$ cat config.mk
export PLATFORM = sky130hd
export DESIGN_NAME = synced_square_wave_dac_gen
export DESIGN_NICKNAME = d
export VERILOG_FILES = /design/src/hdl/ssdg_pkg.sv /design/src/hdl/synced_square_wave_dac_gen.sv /design/src/hdl/ssdg_mv_to_code.sv
export SDC_FILE = /design/constraint.sdc
export NUM_CORES = 1
export LEC_CHECK = 0
export BUFFER_PORTS_ARGS = -buffer_cell sky130_fd_sc_hd__buf_4
export CORE_UTILIZATION = 55
export DETAILED_ROUTE_END_ITERATION = 16
export PLACE_DENSITY = 0.73
export SETUP_SLACK_MARGIN = 0.4
export SYNTH_ARGS = -nofsm -noshare
export SYNTH_HDL_FRONTEND = slang
export SYNTH_SLANG_ARGS = --single-unit
$ cat constraint.sdc
create_clock -name clock -period 11.9 [get_ports clock]
set_input_delay 1.19 -clock clock [delete_from_list [all_inputs] [get_ports clock]]
set_output_delay 1.19 -clock clock [all_outputs]
set_load 0.005 [all_outputs]
$ cat src/hdl/ssdg_pkg.sv
`default_nettype none

package ssdg_pkg;

   localparam int CSR_INDEX_W = 2;
   localparam int CSR_DATA_W  = 16;

   typedef enum logic [CSR_INDEX_W-1:0] {
      CSR_BASE_MV      = 2'd0,
      CSR_AMPLITUDE_MV = 2'd1,
      CSR_PERIOD_MS    = 2'd2
   } csr_index_type;

   localparam logic [11:0] BASE_MV_RESET      = 12'd1650;
   localparam logic [11:0] AMPLITUDE_MV_RESET = 12'd0;
   localparam logic [15:0] PERIOD_MS_RESET    = 16'd1000;

   // code = mv * 4095 / 3300 = mv * 273 / 220, done as a multiply by a
   // rounded-up reciprocal that is exact for every mv below full scale.
   localparam logic [13:0] MV_FULL_SCALE = 14'd3300;
   localparam logic [11:0] CODE_MAX      = 12'd4095;
   localparam logic [20:0] CODE_RECIP    = 21'd1301188;
   localparam int          CODE_SHIFT    = 20;

   typedef enum logic [1:0] {
      LEVEL_BASE,
      LEVEL_HIGH,
      LEVEL_LOW
   } level_sel_type;

   typedef struct packed {
      logic [31:0] now_ms;
      logic        sync_level;
   } req_type;

   typedef struct packed {
      logic [11:0] dac_code;
      logic        dac_written;
      logic        sync_out_level;
      logic        led_level;
   } rsp_type;

   function automatic logic deadline_expired(logic [31:0] now, logic [31:0] deadline);
      logic [31:0] diff;
      diff = now - deadline;
      return !diff[31];
   endfunction

endpackage

`default_nettype wire

$ cat src/hdl/synced_square_wave_dac_gen.sv
`default_nettype none

// Square-wave DAC level generator with external sync. Each request beat is one
// poll (time in ms and the sync input level) and yields exactly one response
// beat with the DAC code, a written flag, the sync output and the LED. One poll
// is taken every cycle unless the response side stalls; a response passes through the
// input register and then the result register, with the state update and the
// millivolt to code conversion between them. Configuration must be written through
// the csr port only while no poll is in flight; the block does not enforce this.
module synced_square_wave_dac_gen #(
   parameter int unsigned SYNC_HOLD_MS = 10000
) (
   input  logic                               clock,
   input  logic                               reset,
   input  logic                               req_valid,
   output logic                               req_stall,
   input  ssdg_pkg::req_type                  req_data,
   output logic                               rsp_valid,
   input  logic                               rsp_stall,
   output ssdg_pkg::rsp_type                  rsp_data,
   input  logic                               csr_wr_en,
   input  logic [ssdg_pkg::CSR_INDEX_W-1:0]   csr_index,
   input  logic [ssdg_pkg::CSR_DATA_W-1:0]    csr_wdata
);
   import ssdg_pkg::*;

   logic [11:0] base_mv_ff;
   logic [11:0] amplitude_mv_ff;
   logic [15:0] period_ms_ff;

   logic        in_valid_ff;
   req_type     in_data_ff;
   logic        rsp_valid_ff;
   rsp_type     rsp_data_ff;
   rsp_type     rsp_data_in;

   logic        prev_sync_ff,     prev_sync_in;
   logic        sync_active_ff,   sync_active_in;
   logic [31:0] sync_deadline_ff, sync_deadline_in;
   logic [31:0] half_deadline_ff, half_deadline_in;
   logic        phase_ff,         phase_in;
   logic [11:0] dac_value_ff,     dac_value_in;
   logic        sync_out_ff,      sync_out_in;
   logic        led_ff,           led_in;

   logic          move;
   logic          accept;
   logic          rising;
   logic          falling;
   logic          written;
   level_sel_type level_sel;
   logic signed [13:0] mv;
   logic [11:0]   conv_code;

   assign move      = in_valid_ff && (!rsp_valid_ff || !rsp_stall);
   assign req_stall = in_valid_ff && !move;
   assign accept    = req_valid && !req_stall;
   assign rsp_valid = rsp_valid_ff;
   assign rsp_data  = rsp_data_ff;

   always_ff @(posedge clock) begin
      if (reset) begin
         base_mv_ff      <= BASE_MV_RESET;
         amplitude_mv_ff <= AMPLITUDE_MV_RESET;
         period_ms_ff    <= PERIOD_MS_RESET;
      end else if (csr_wr_en) begin
         unique case (csr_index)
            CSR_BASE_MV:      base_mv_ff      <= csr_wdata[11:0];
            CSR_AMPLITUDE_MV: amplitude_mv_ff <= csr_wdata[11:0];
            CSR_PERIOD_MS:    period_ms_ff    <= csr_wdata;
            default: ;
         endcase
      end
   end

   assign rising  = in_data_ff.sync_level && !prev_sync_ff;
   assign falling = !in_data_ff.sync_level && prev_sync_ff;

   always_comb begin
      prev_sync_in     = in_data_ff.sync_level;
      sync_active_in   = sync_active_ff;
      sync_deadline_in = sync_deadline_ff;
      half_deadline_in = half_deadline_ff;
      phase_in         = phase_ff;
      sync_out_in      = sync_out_ff;
      led_in           = led_ff;
      written          = 1'b0;
      level_sel        = LEVEL_BASE;

      if (rising) begin
         sync_active_in   = 1'b1;
         sync_deadline_in = in_data_ff.now_ms + 32'(SYNC_HOLD_MS);
         level_sel        = LEVEL_HIGH;
         led_in           = 1'b1;
         written          = 1'b1;
      end else if (sync_active_ff) begin
         if (falling) begin
            level_sel = LEVEL_LOW;
            led_in    = 1'b0;
            written   = 1'b1;
         end
         if (deadline_expired(in_data_ff.now_ms, sync_deadline_ff)) begin
            sync_active_in = 1'b0;
         end
      end else if (amplitude_mv_ff == 12'd0) begin
         half_deadline_in = in_data_ff.now_ms;
         phase_in         = 1'b0;
         level_sel        = LEVEL_BASE;
         written          = 1'b1;
      end else if (deadline_expired(in_data_ff.now_ms, half_deadline_ff)) begin
         half_deadline_in = in_data_ff.now_ms + {17'd0, period_ms_ff[15:1]};
         level_sel        = phase_ff ? LEVEL_LOW : LEVEL_HIGH;
         written          = 1'b1;
      end

      if (written && level_sel == LEVEL_HIGH) begin
         sync_out_in = 1'b1;
         phase_in    = 1'b1;
      end else if (written && level_sel == LEVEL_LOW) begin
         sync_out_in = 1'b0;
         phase_in    = 1'b0;
      end

      case (level_sel)
         LEVEL_HIGH: mv = $signed({2'b00, base_mv_ff}) + $signed({2'b00, amplitude_mv_ff});
         LEVEL_LOW:  mv = $signed({2'b00, base_mv_ff}) - $signed({2'b00, amplitude_mv_ff});
         default:    mv = $signed({2'b00, base_mv_ff});
      endcase

      dac_value_in = written ? conv_code : dac_value_ff;

      rsp_data_in.dac_code       = dac_value_in;
      rsp_data_in.dac_written    = written;
      rsp_data_in.sync_out_level = sync_out_in;
      rsp_data_in.led_level      = led_in;
   end

   ssdg_mv_to_code u_mv_to_code (
      .mv   (mv),
      .code (conv_code)
   );

   always_ff @(posedge clock) begin
      if (reset) begin
         in_valid_ff      <= 1'b0;
         rsp_valid_ff     <= 1'b0;
         prev_sync_ff     <= 1'b0;
         sync_active_ff   <= 1'b0;
         sync_deadline_ff <= 32'd0;
         half_deadline_ff <= 32'd0;
         phase_ff         <= 1'b0;
         dac_value_ff     <= 12'd0;
         sync_out_ff      <= 1'b0;
         led_ff           <= 1'b0;
      end else begin
         if (accept) begin
            in_valid_ff <= 1'b1;
         end else if (move) begin
            in_valid_ff <= 1'b0;
         end
         rsp_valid_ff <= move || (rsp_valid_ff && rsp_stall);
         if (move) begin
            prev_sync_ff     <= prev_sync_in;
            sync_active_ff   <= sync_active_in;
            sync_deadline_ff <= sync_deadline_in;
            half_deadline_ff <= half_deadline_in;
            phase_ff         <= phase_in;
            dac_value_ff     <= dac_value_in;
            sync_out_ff      <= sync_out_in;
            led_ff           <= led_in;
         end
      end
   end

   always_ff @(posedge clock) begin
      if (accept) begin
         in_data_ff <= req_data;
      end
      if (move) begin
         rsp_data_ff <= rsp_data_in;
      end
   end

   // A poll is refused only while the input register holds a beat that cannot move on.
   assert property (@(posedge clock) disable iff (reset)
      !in_valid_ff |-> !req_stall)
      else $error("request stalled while the input register is empty");

   // A rising sync edge lights the LED, drives the high level and enters sync mode.
   assert property (@(posedge clock) disable iff (reset)
      (move && rising) |=> (led_ff && sync_out_ff && sync_active_ff && phase_ff))
      else $error("rising sync edge did not force the high level");

   // The DAC code only changes on a poll that writes it.
   assert property (@(posedge clock) disable iff (reset)
      (!move || !written) |=> $stable(dac_value_ff))
      else $error("DAC code changed without a write");

   // The reported code always matches the held DAC state.
   assert property (@(posedge clock) disable iff (reset)
      move |=> (rsp_data_ff.dac_code == dac_value_ff && rsp_data_ff.led_level == led_ff))
      else $error("response does not match the updated state");

endmodule

`default_nettype wire

$ cat src/hdl/ssdg_mv_to_code.sv
`default_nettype none

module ssdg_mv_to_code (
   input  logic signed [13:0] mv,
   output logic        [11:0] code
);
   import ssdg_pkg::*;

   logic [32:0] product;

   assign product = 33'(mv[11:0]) * 33'(CODE_RECIP);

   always_comb begin
      if (mv < 0) begin
         code = 12'd0;
      end else if (mv >= $signed(MV_FULL_SCALE)) begin
         code = CODE_MAX;
      end else begin
         code = product[CODE_SHIFT +: 12];
      end
   end

endmodule

`default_nettype wire
# == After elaboration in Yosys (flattened, before gate mapping) ==
# Cells that the tools add are included.
# word_totals
ff_bits,171
input_bits,56
output_inout_bits,17
word_cells,95
# classes
n_addsub,6
mul,1
n_lt_le_gt_ge,2
eq_ne,7
muxes,32
n_bitwise,2
n_reduce_logical,26
# op_table
operator,n
32-bit two-way mux,2
32-bit subtractor,2
12-bit two-way mux,3
"32-bit by 14-bit adder with 32-bit output, second input constant",1
32-bit by 15-bit adder with 32-bit output,1
"12-bit by 19-bit multiplier with 30-bit output, second input constant",1
14-bit case mux with 2 select lines,1
1-bit two-way mux,20
"14-bit by 13-bit greater-or-equal comparator with 1-bit output, second input constant",1
"14-bit by 1-bit < comparator with 1-bit output, second input constant",1
12-bit by 12-bit adder with 13-bit output,1
12-bit by 12-bit subtractor with 13-bit output,1
12-bit logical NOT,1
2-bit two-way mux,6
1-bit logical AND,8
2-bit AND reduction,4
4-bit AND reduction,2
1-bit logical NOT,6
"3-bit by 1-bit != test with 1-bit output, second input constant",2
"2-bit by 1-bit equality test with 1-bit output, second input constant",2
"2-bit equality test, second input constant",2
3-bit nonzero test,1
2-bit logical NOT,1
1-bit logical OR,2
3 further kinds,4

# == Longest topological paths before layout ==
# Gate-level depths: netlist of run 1.
# depth
word_depth,11
ltp_mapped,39
depth_no_buf,38

# == Hierarchy ==
# From an unflattened synthesis of run 1, not the netlist that was laid out.
# hier_totals
hier_cells,1691
hier_area_um2,14731.6
# by_module_without_submodules
module,n_inst,cells_each,area_per_inst_um2,seq_area_each_um2
synced_square_wave_dac_gen,1,1233,10577.6,3883.7
ssdg_mv_to_code,1,458,4154.0,0.0

# == Least setup slack after synthesis of run 1 ==
# Ideal clock, no wire load.
# synth_timing
path_type,reg2reg
startpoint,reg in_data_ff[23] (netlist name)
endpoint,reg rsp_data_ff (netlist bit rsp_data[8]) (data pin)
setup_time_ps,256
t_arrival_ps,8284
t_required_ps,11644
setup_slack_ps,3360
stages_incl_launch_ff,36
path_buffers,3
period_less_slack_ps,8540
cell_sequence,edfxtp_1 ha_1 a2111oi_0 o21ai_0 o22ai_1 a32oi_1 a31oi_1 xnor2_1 nand2_1 nor3_1 nor2_1 ha_1 clkbuf_1 clkbuf_1 clkbuf_1 o21ai_0 fa_1 inv_1 fa_1 inv_1 fa_1 fa_1 inv_1 fa_1 inv_1 ha_1 nand3_1 o221ai_1 a21o_1 o21ai_0 a31oi_1 o211ai_1 a21boi_1 nor3_1 o21ai_1 a22o_1
# synth_between
elab_chain_len,11
word_cells_on_any_way,18
classes_between,1 x add/sub; 1 x mul; 2 x order compare; 2 x eq/ne; 12 x mux
# synth_lines
element,line,source
from (decl),synced_square_wave_dac_gen.sv:32,req_type in_data_ff;
from (signal assigned),synced_square_wave_dac_gen.sv:177,in_data_ff <= req_data;
32-bit subtractor *,ssdg_pkg.sv:45,diff = now - deadline;
2-bit two-way mux,synced_square_wave_dac_gen.sv:110,"end else if (deadline_expired(in_data_ff.now_ms, half_deadline_ff)) begin"
2-bit two-way mux,synced_square_wave_dac_gen.sv:105,end else if (amplitude_mv_ff == 12'd0) begin
2-bit two-way mux,synced_square_wave_dac_gen.sv:96,end else if (sync_active_ff) begin
2-bit two-way mux,synced_square_wave_dac_gen.sv:90,if (rising) begin
2-bit equality test or 2-bit by 1-bit equality test with 1-bit output (tied branches),synced_square_wave_dac_gen.sv:124,case (level_sel)
14-bit case mux with 2 select lines,synced_square_wave_dac_gen.sv:124,
12-bit by 19-bit multiplier with 30-bit output or 14-bit by 13-bit greater-or-equal comparator with 1-bit output (tied branches),"ssdg_mv_to_code.sv:11, ssdg_mv_to_code.sv:16",
12-bit two-way mux,ssdg_mv_to_code.sv:16,end else if (mv >= $signed(MV_FULL_SCALE)) begin
12-bit two-way mux,ssdg_mv_to_code.sv:14,if (mv < 0) begin
12-bit two-way mux *,synced_square_wave_dac_gen.sv:130,dac_value_in = written ? conv_code : dac_value_ff;
named net dac_value_in[5],synced_square_wave_dac_gen.sv:42,"logic [11:0] dac_value_ff, dac_value_in;"
to (signal assigned),synced_square_wave_dac_gen.sv:180,rsp_data_ff <= rsp_data_in;
to (decl),synced_square_wave_dac_gen.sv:34,rsp_type rsp_data_ff;
# Mark *: on every way through the listed nets, which the timed path passes. The rest lies on a longest branch.
# A chain may end at the register's enable or synchronous reset.

# == Worst setup path in the final report of run 1 ==
# layout_timing
startpoint,reg in_data_ff[23] (netlist name)
endpoint,reg rsp_data_ff (netlist bit rsp_data[14]) (data pin)
# The elaborated chain is that of the path after synthesis.

==> results of run 1 <==
## worst max-delay path, delay by kind of cell, from the launching register on
kind | cells | cell delay (ns)
simple gates | 7 | 1.04
buf+inv | 4 | 0.22
flops | 1 | 0.52
xor+xnor | 2 | 0.52
fa+ha+maj | 8 | 4.09
compound gates | 13 | 2.68
## layout by cell type, fill, tap and decap left out, types with 8 or more instances in the layout
cell / instances
inv_1: 218
ha_1: 182
nand2_1: 147
nor2_1: 126
dfxtp_1: 122
a21oi_1: 98
buf_4: 82
fa_1: 74
o21ai_0: 58
a211oi_1: 52
edfxtp_1: 48
xnor2_1: 40
a21o_1: 29
xor2_1: 26
nor3_1: 26
nor2b_1: 25
nand3_1: 21
nand2b_1: 21
a22o_1: 21
clkbuf_16: 18
nand4_1: 17
a311oi_1: 14
or3_1: 13
o21a_1: 12
o211ai_1: 12
and3_1: 12
or2_2: 10
nand3b_1: 10
a211o_1: 9
nor4_1: 8
mux2i_1: 8
## final timing paths
| check | from | endpoint | slack, ns | cells after the start |
|---|---|---|---|---|
| max | in_data_ff[23] | rsp_data[14] | 2.53 | 34 |
| min | sync_deadline_ff[14] | sync_deadline_ff[14] | 0.46 | 2 |
| max reg2reg | in_data_ff[23] | rsp_data[14] | 2.53 | 34 |
| min reg2reg | sync_deadline_ff[14] | sync_deadline_ff[14] | 0.46 | 2 |
## per-layer routing
layer | vias up | GRT usage, % | share of wire [%]
li1 | 5579 | - | -
met1 | 5382 | 36.6 | 47
met2 | 297 | 43.2 | 46
met3 | 40 | 4.39 | 5.4
met4 | 0 | 6.39 | 1.3
met5 | - | 0 | 0
## sequential cells by signal, summed over array words and instances (netlist names)
signal and cells:
led_ff 1, rsp_valid 1, period_ms_ff 15, phase_ff 1, dac_value_ff 12, half_deadline_ff 32
sync_out_ff 1, amplitude_mv_ff 12, in_data_ff 32, base_mv_ff 12, rsp_data 15, in_valid_ff 1
prev_sync_ff 1, sync_active_ff 1, sync_deadline_ff 32, prev_sync_in 1
## kinds of logic after synthesis
group / share of synthesized area (%)
compound gates: 17.5
xor+xnor: 4.30
fa+ha+maj: 26.9
buf+inv: 7.61
flops: 27.8
mux: 0.654
simple gates: 15.1
## cell type report
| cell class | count | area share [%] |
|---|---|---|
| timing repair buffer | 82 | 4.01 |
| tap | 324 | 2.64 |
| sequential | 170 | 25.3 |
| multi-input combinational | 1144 | 58.7 |
| clock buffer | 18 | 2.93 |
| inverter | 218 | 5.33 |
| clock inverter | 14 | 1.09 |
## synth_stat cells (12+ instances only)
library cell | count | area share, %
nor2_1 | 126 | 3.4
edfxtp_1 | 48 | 10
fa_1 | 74 | 11
xor2_1 | 26 | 1.6
nor2b_1 | 26 | 1.2
nand4_1 | 17 | 0.76
buf_2 | 12 | 0.43
and3_1 | 13 | 0.58
dfxtp_1 | 122 | 17
a21oi_1 | 98 | 3.5
o21a_1 | 12 | 0.65
ha_1 | 182 | 16
inv_1 | 218 | 5.9
nand2_1 | 147 | 4.0
a21o_1 | 29 | 1.6
nand3_1 | 21 | 0.75
a311oi_1 | 14 | 0.88
nand2b_1 | 21 | 0.94
xnor2_1 | 40 | 2.5
o21ai_0 | 58 | 2.1
clkbuf_1 | 44 | 1.2
a22o_1 | 21 | 1.3
nor3_1 | 26 | 0.93
or3_1 | 13 | 0.58
a211oi_1 | 52 | 2.8
o211ai_1 | 12 | 0.65
## metrics by stage
step	setup WS [ns]	utilization, %	area, um^2
after floorplan	3.36	-	14000
after global placement	2.80	59.9	14700
after detailed placement	2.63	59.9	14700
after CTS	2.59	62.5	15400
after global routing	1.84	62.5	15400
final	2.53	62.5	15400
==> impl_metrics.py, run 1 <==
metrics = {
    "outcome": {
        "outcome": "finished, final reports clean",
    },
    "drt": {
        "drc": 0,
        "wl_per_cell_um": 16.8,
        "antenna_left": 0,
        "viasPerCell": 5.74,
        "first_iter_violations": 779,
        "first_pass_iters": 5,
        "vias": 11300,
        "drt-total-wl_um": 33100,
    },
    "critical_path": {
        "cp.required_ns": 12.09,
        "crit_arrival_ns": 9.56,
        "path_class": "register to register",
        "path_max_fanout": 26,
        "cp-start-kind": "register",
        "crit_top_cell": "fa_1",
        "slowest_delay_ns": 0.77,
        "cp-end-kind": "register",
        "crit_slowest_cell": "ha_1",
    },
    "die": {
        "start_util_pct": 56.7,
        "dieWidth_um": 161,
        "pin_count": 73,
        "fp.dieH_um": 161,
        "dieArea_um2": 26000,
        "fp-row-count": 57,
        "core_um2": 24600,
    },
    "yosys": {
        "postSynthAreaPerCell_um2": 8.78,
        "ys_async_sr_fraction_pct": 0,
        "syn_area_um2": 14000,
        "synth_warnings": 0,
        "synth-seq-area-share_pct": 27.8,
        "synthCells": 1590,
        "ys_ff_latch": 170,
        "synth_nets": 1902,
        "ys_types": 72,
        "synthFlopType": "dfxtp_1",
        "synth-edff-count": 48,
    },
    "place": {
        "port_buffers": 72,
        "dp.cells": 1938,
        "hpwl_um": 25700,
        "gp_routability_congestion": 0.945,
    },
    "layout": {
        "antenna_cells": 0,
        "areaGrowthSynthToFinish_pct": 10.1,
        "fin_nets": 1945,
        "drive_gt1_share_pct": 8.32,
        "nFillCells": 2144,
        "final_cells": 1970,
        "multiInputGateArea_um2": 9020,
        "ff_latch_area_um2": 3880,
    },
    "cts": {
        "clk_latency_ns": 0.44,
        "cts_tree": "built",
        "clock-sinks": 170,
        "clk_pin_slew_worst_paths_ns": 0.07,
        "ctsHoldBuffers": 0,
        "htree_levels": 4,
        "post_cts_buffers": 0,
        "cts-root-buf": "clkbuf_16",
        "cts_resized": 0,
        "numCtsBuffers": 17,
        "clockBufferDepth": 2,
    },
    "min_path": {
        "hold_class": "register to register",
    },
    "sta": {
        "layout_min_cycle_time_ns": 9.37,
        "grt_setup_unrepaired": "false",
        "slew_headroom_pct": 25.5,
        "fin_skew_ns": 0.0167,
        "tns_ns": 0,
        "holdWs_ns": 0.455,
        "hold_violations": 0,
        "finalCritPeriodShare_pct": 78.7,
        "setup_viol": 0,
        "final_max_slew_viol_count": 0,
        "max_freq_mhz": 107,
        "tightest_slew_ns": 1.11,
    },
    "grt": {
        "grt_util_all_layers_pct": 26.5,
        "grt-ovfl-total": 0,
        "antenna_found_initial": 0,
        "grt_max_degree": 80,
        "grt_pass1_wl_um": 54900,
        "grt_pass1_vias": 11000,
    },
    "job": {
        "maxCapViolCount": 0,
    },
}
Power of run 1 is left out: the tool's default activity adds up to more than one toggle a clock period on the data nets, which glitch-free logic cannot reach.
==> inputs of run 2 (changes only) <==
- PLACE_DENSITY: 0.73 -> 0.76
- clock period: 11.9 -> 8.5 ns (I/O delays scaled with it)
==> run 2 against run 1 <==
Compared with the run above: clock-buffer cell count grew 2; worst setup slack got worse by 2.2 ns; hold slack got worse by 0.0022 ns; design area rose by 5.6%; critical path type unchanged; critical endpoint is now rsp_data[13]; largest cell class unchanged; highest routed layer unchanged.
==> impl_metrics.py, run 2 (same netlist as run 1, synthesis figures left out) <==
metrics = {
    "layout": {
        "largestRegisters": "half_deadline_ff: 32 flops, in_data_ff: 32 flops, sync_deadline_ff: 32 flops",
        "areaGrowthSynthToFinish_pct": 16.3,
        "final_common_cell": "inv_1",
        "mostFrequentLayoutCells": "209 x inv_1, 169 x ha_1, 145 x nand2_1",
        "final_area_um2": 16200,
        "fin_nets": 2008,
        "drive_gt1_share_pct": 15.5,
        "antenna_cells": 0,
    },
    "drt": {
        "wl_per_cell_um": 17.1,
        "drc": 0,
        "viasPerCell": 5.77,
        "vias": 11700,
        "drt-met1-wl_um": 15300,
        "first_pass_iters": 6,
        "antenna_left": 0,
        "first_iter_violations": 741,
        "routed.top_layer": "met4",
        "wl_met2_um": 16400,
        "met3WireLength_um": 2280,
        "drt-total-wl_um": 34700,
    },
    "critical_path": {
        "slowest_delay_ns": 0.53,
        "path_class": "register to register",
        "crit_arrival_ns": 8.32,
        "cp-end-kind": "register",
        "r2r_slack_ns": 0.37,
        "cp.required_ns": 8.69,
        "crit_top_cell": "fa_1",
        "path_max_fanout": 6,
        "worst-path-buf-inv": 5,
        "cp-start-kind": "register",
        "reg2reg_depth": 35,
        "worstSetupPathDepth": 35,
        "cp_top_family": "adder cells",
        "crit_slowest_cell": "fa_1",
    },
    "place": {
        "hpwl_um": 26300,
        "gp_routability_congestion": 0.945,
        "port_buffers": 72,
        "post_dp_cell_area_um2": 15100,
    },
    "sta": {
        "slew_headroom_pct": 28.5,
        "finalCritPeriodShare_pct": 95.7,
        "setup_viol": 0,
        "hold_violations": 0,
        "layout_min_cycle_time_ns": 8.13,
        "tightest_slew_ns": 1.07,
        "grt_setup_unrepaired": "true",
        "fin_skew_ns": 0.0156,
        "max_freq_mhz": 123,
        "final_max_slew_viol_count": 0,
    },
    "grt": {
        "grt_pass1_wl_um": 55700,
        "grt_util_all_layers_pct": 26.8,
        "grt_max_degree": 73,
        "grt-ovfl-total": 0,
        "grt_pass1_vias": 11300,
        "antenna_found_initial": 0,
    },
    "die": {
        "core_um2": 24600,
        "pin_count": 73,
        "fp-row-count": 57,
        "dieArea_um2": 26000,
        "fp.dieH_um": 161,
        "dieWidth_um": 161,
        "start_util_pct": 56.7,
    },
    "cts": {
        "clk_pin_slew_worst_paths_ns": 0.07,
        "ctsHoldBuffers": 0,
        "cts-root-buf": "clkbuf_16",
        "clockBufferDepth": 2,
        "clk_latency_ns": 0.43,
        "htree_levels": 4,
        "numCtsBuffers": 17,
        "clock-sinks": 170,
        "cts_tree": "built",
    },
    "outcome": {
        "outcome": "finished, final reports clean",
    },
    "job": {
        "maxCapViolCount": 0,
    },
    "min_path": {
        "hold_class": "register to register",
        "hold_depth": 2,
    },
}
==> run 2: changes by cell type in the layout (fill, tap and decap cells not counted), moves of 5 or more <==
cell	change
clkinv_8	-5
ha_4	+11
a21oi_2	+6
inv_1	-9
o21ai_0	-9
buf_4	+62
inv_2	+8
a21oi_1	-7
nor2_1	-6
o21ai_2	+6
ha_1	-13
==> run 2: cell type report <==
type,instances,area (um^2)
multi-input cells,1144,9440
inverters,218,821
repair buffers,145,1090
well taps,324,405
flip-flops and latches,170,3880
clock buffers,20,500
fillers,2003,8370
clock inverters,12,93.8
==> run 2: routing by layer <==
layer  vias up  global-route usage, %
li1       5685                      -
met1      5553                   35.5
met2       429                   45.1
met3        70                   4.65
met4         0                   7.42
met5         -                      0
==> run 2: path summary, 6_finish.rpt <==
check / startpoint / endpoint
min: half_deadline_ff[7] / half_deadline_ff[7]
max: in_data_ff[23] / rsp_data[13]
max reg2reg: in_data_ff[23] / rsp_data[13]
min reg2reg: half_deadline_ff[7] / half_deadline_ff[7]
==> run 2: timing repair <==
action,CTS,global route
cloned,0,0
gates resized for setup,26,54
pin swaps,6,50
setup endpoints to repair,21,23
buffers inserted,8,9
==> run 2: through the flow <==
step	cells	worst slack, ns	hold slack [ns]	TNS [ns]	utilization, %
after floorplan	1590	0.415	0.432	0	-
after global placement	1984	0.103	0.441	0	61.5
after detailed placement	1984	-0.216	0.446	-0.556	61.5
after CTS	2024	0.401	0.455	0	64.7
after global routing	2033	0.0938	0.471	0	66.0
final	2033	0.369	0.453	0	66.0
==> run 2: tightest hold or removal path: stages (launching register included) <==
cell and delay [ns]:
dfxtp_1 0.31, nand2_1 0.05, a21oi_1 0.05
Power of run 2 is left out for the same reason.
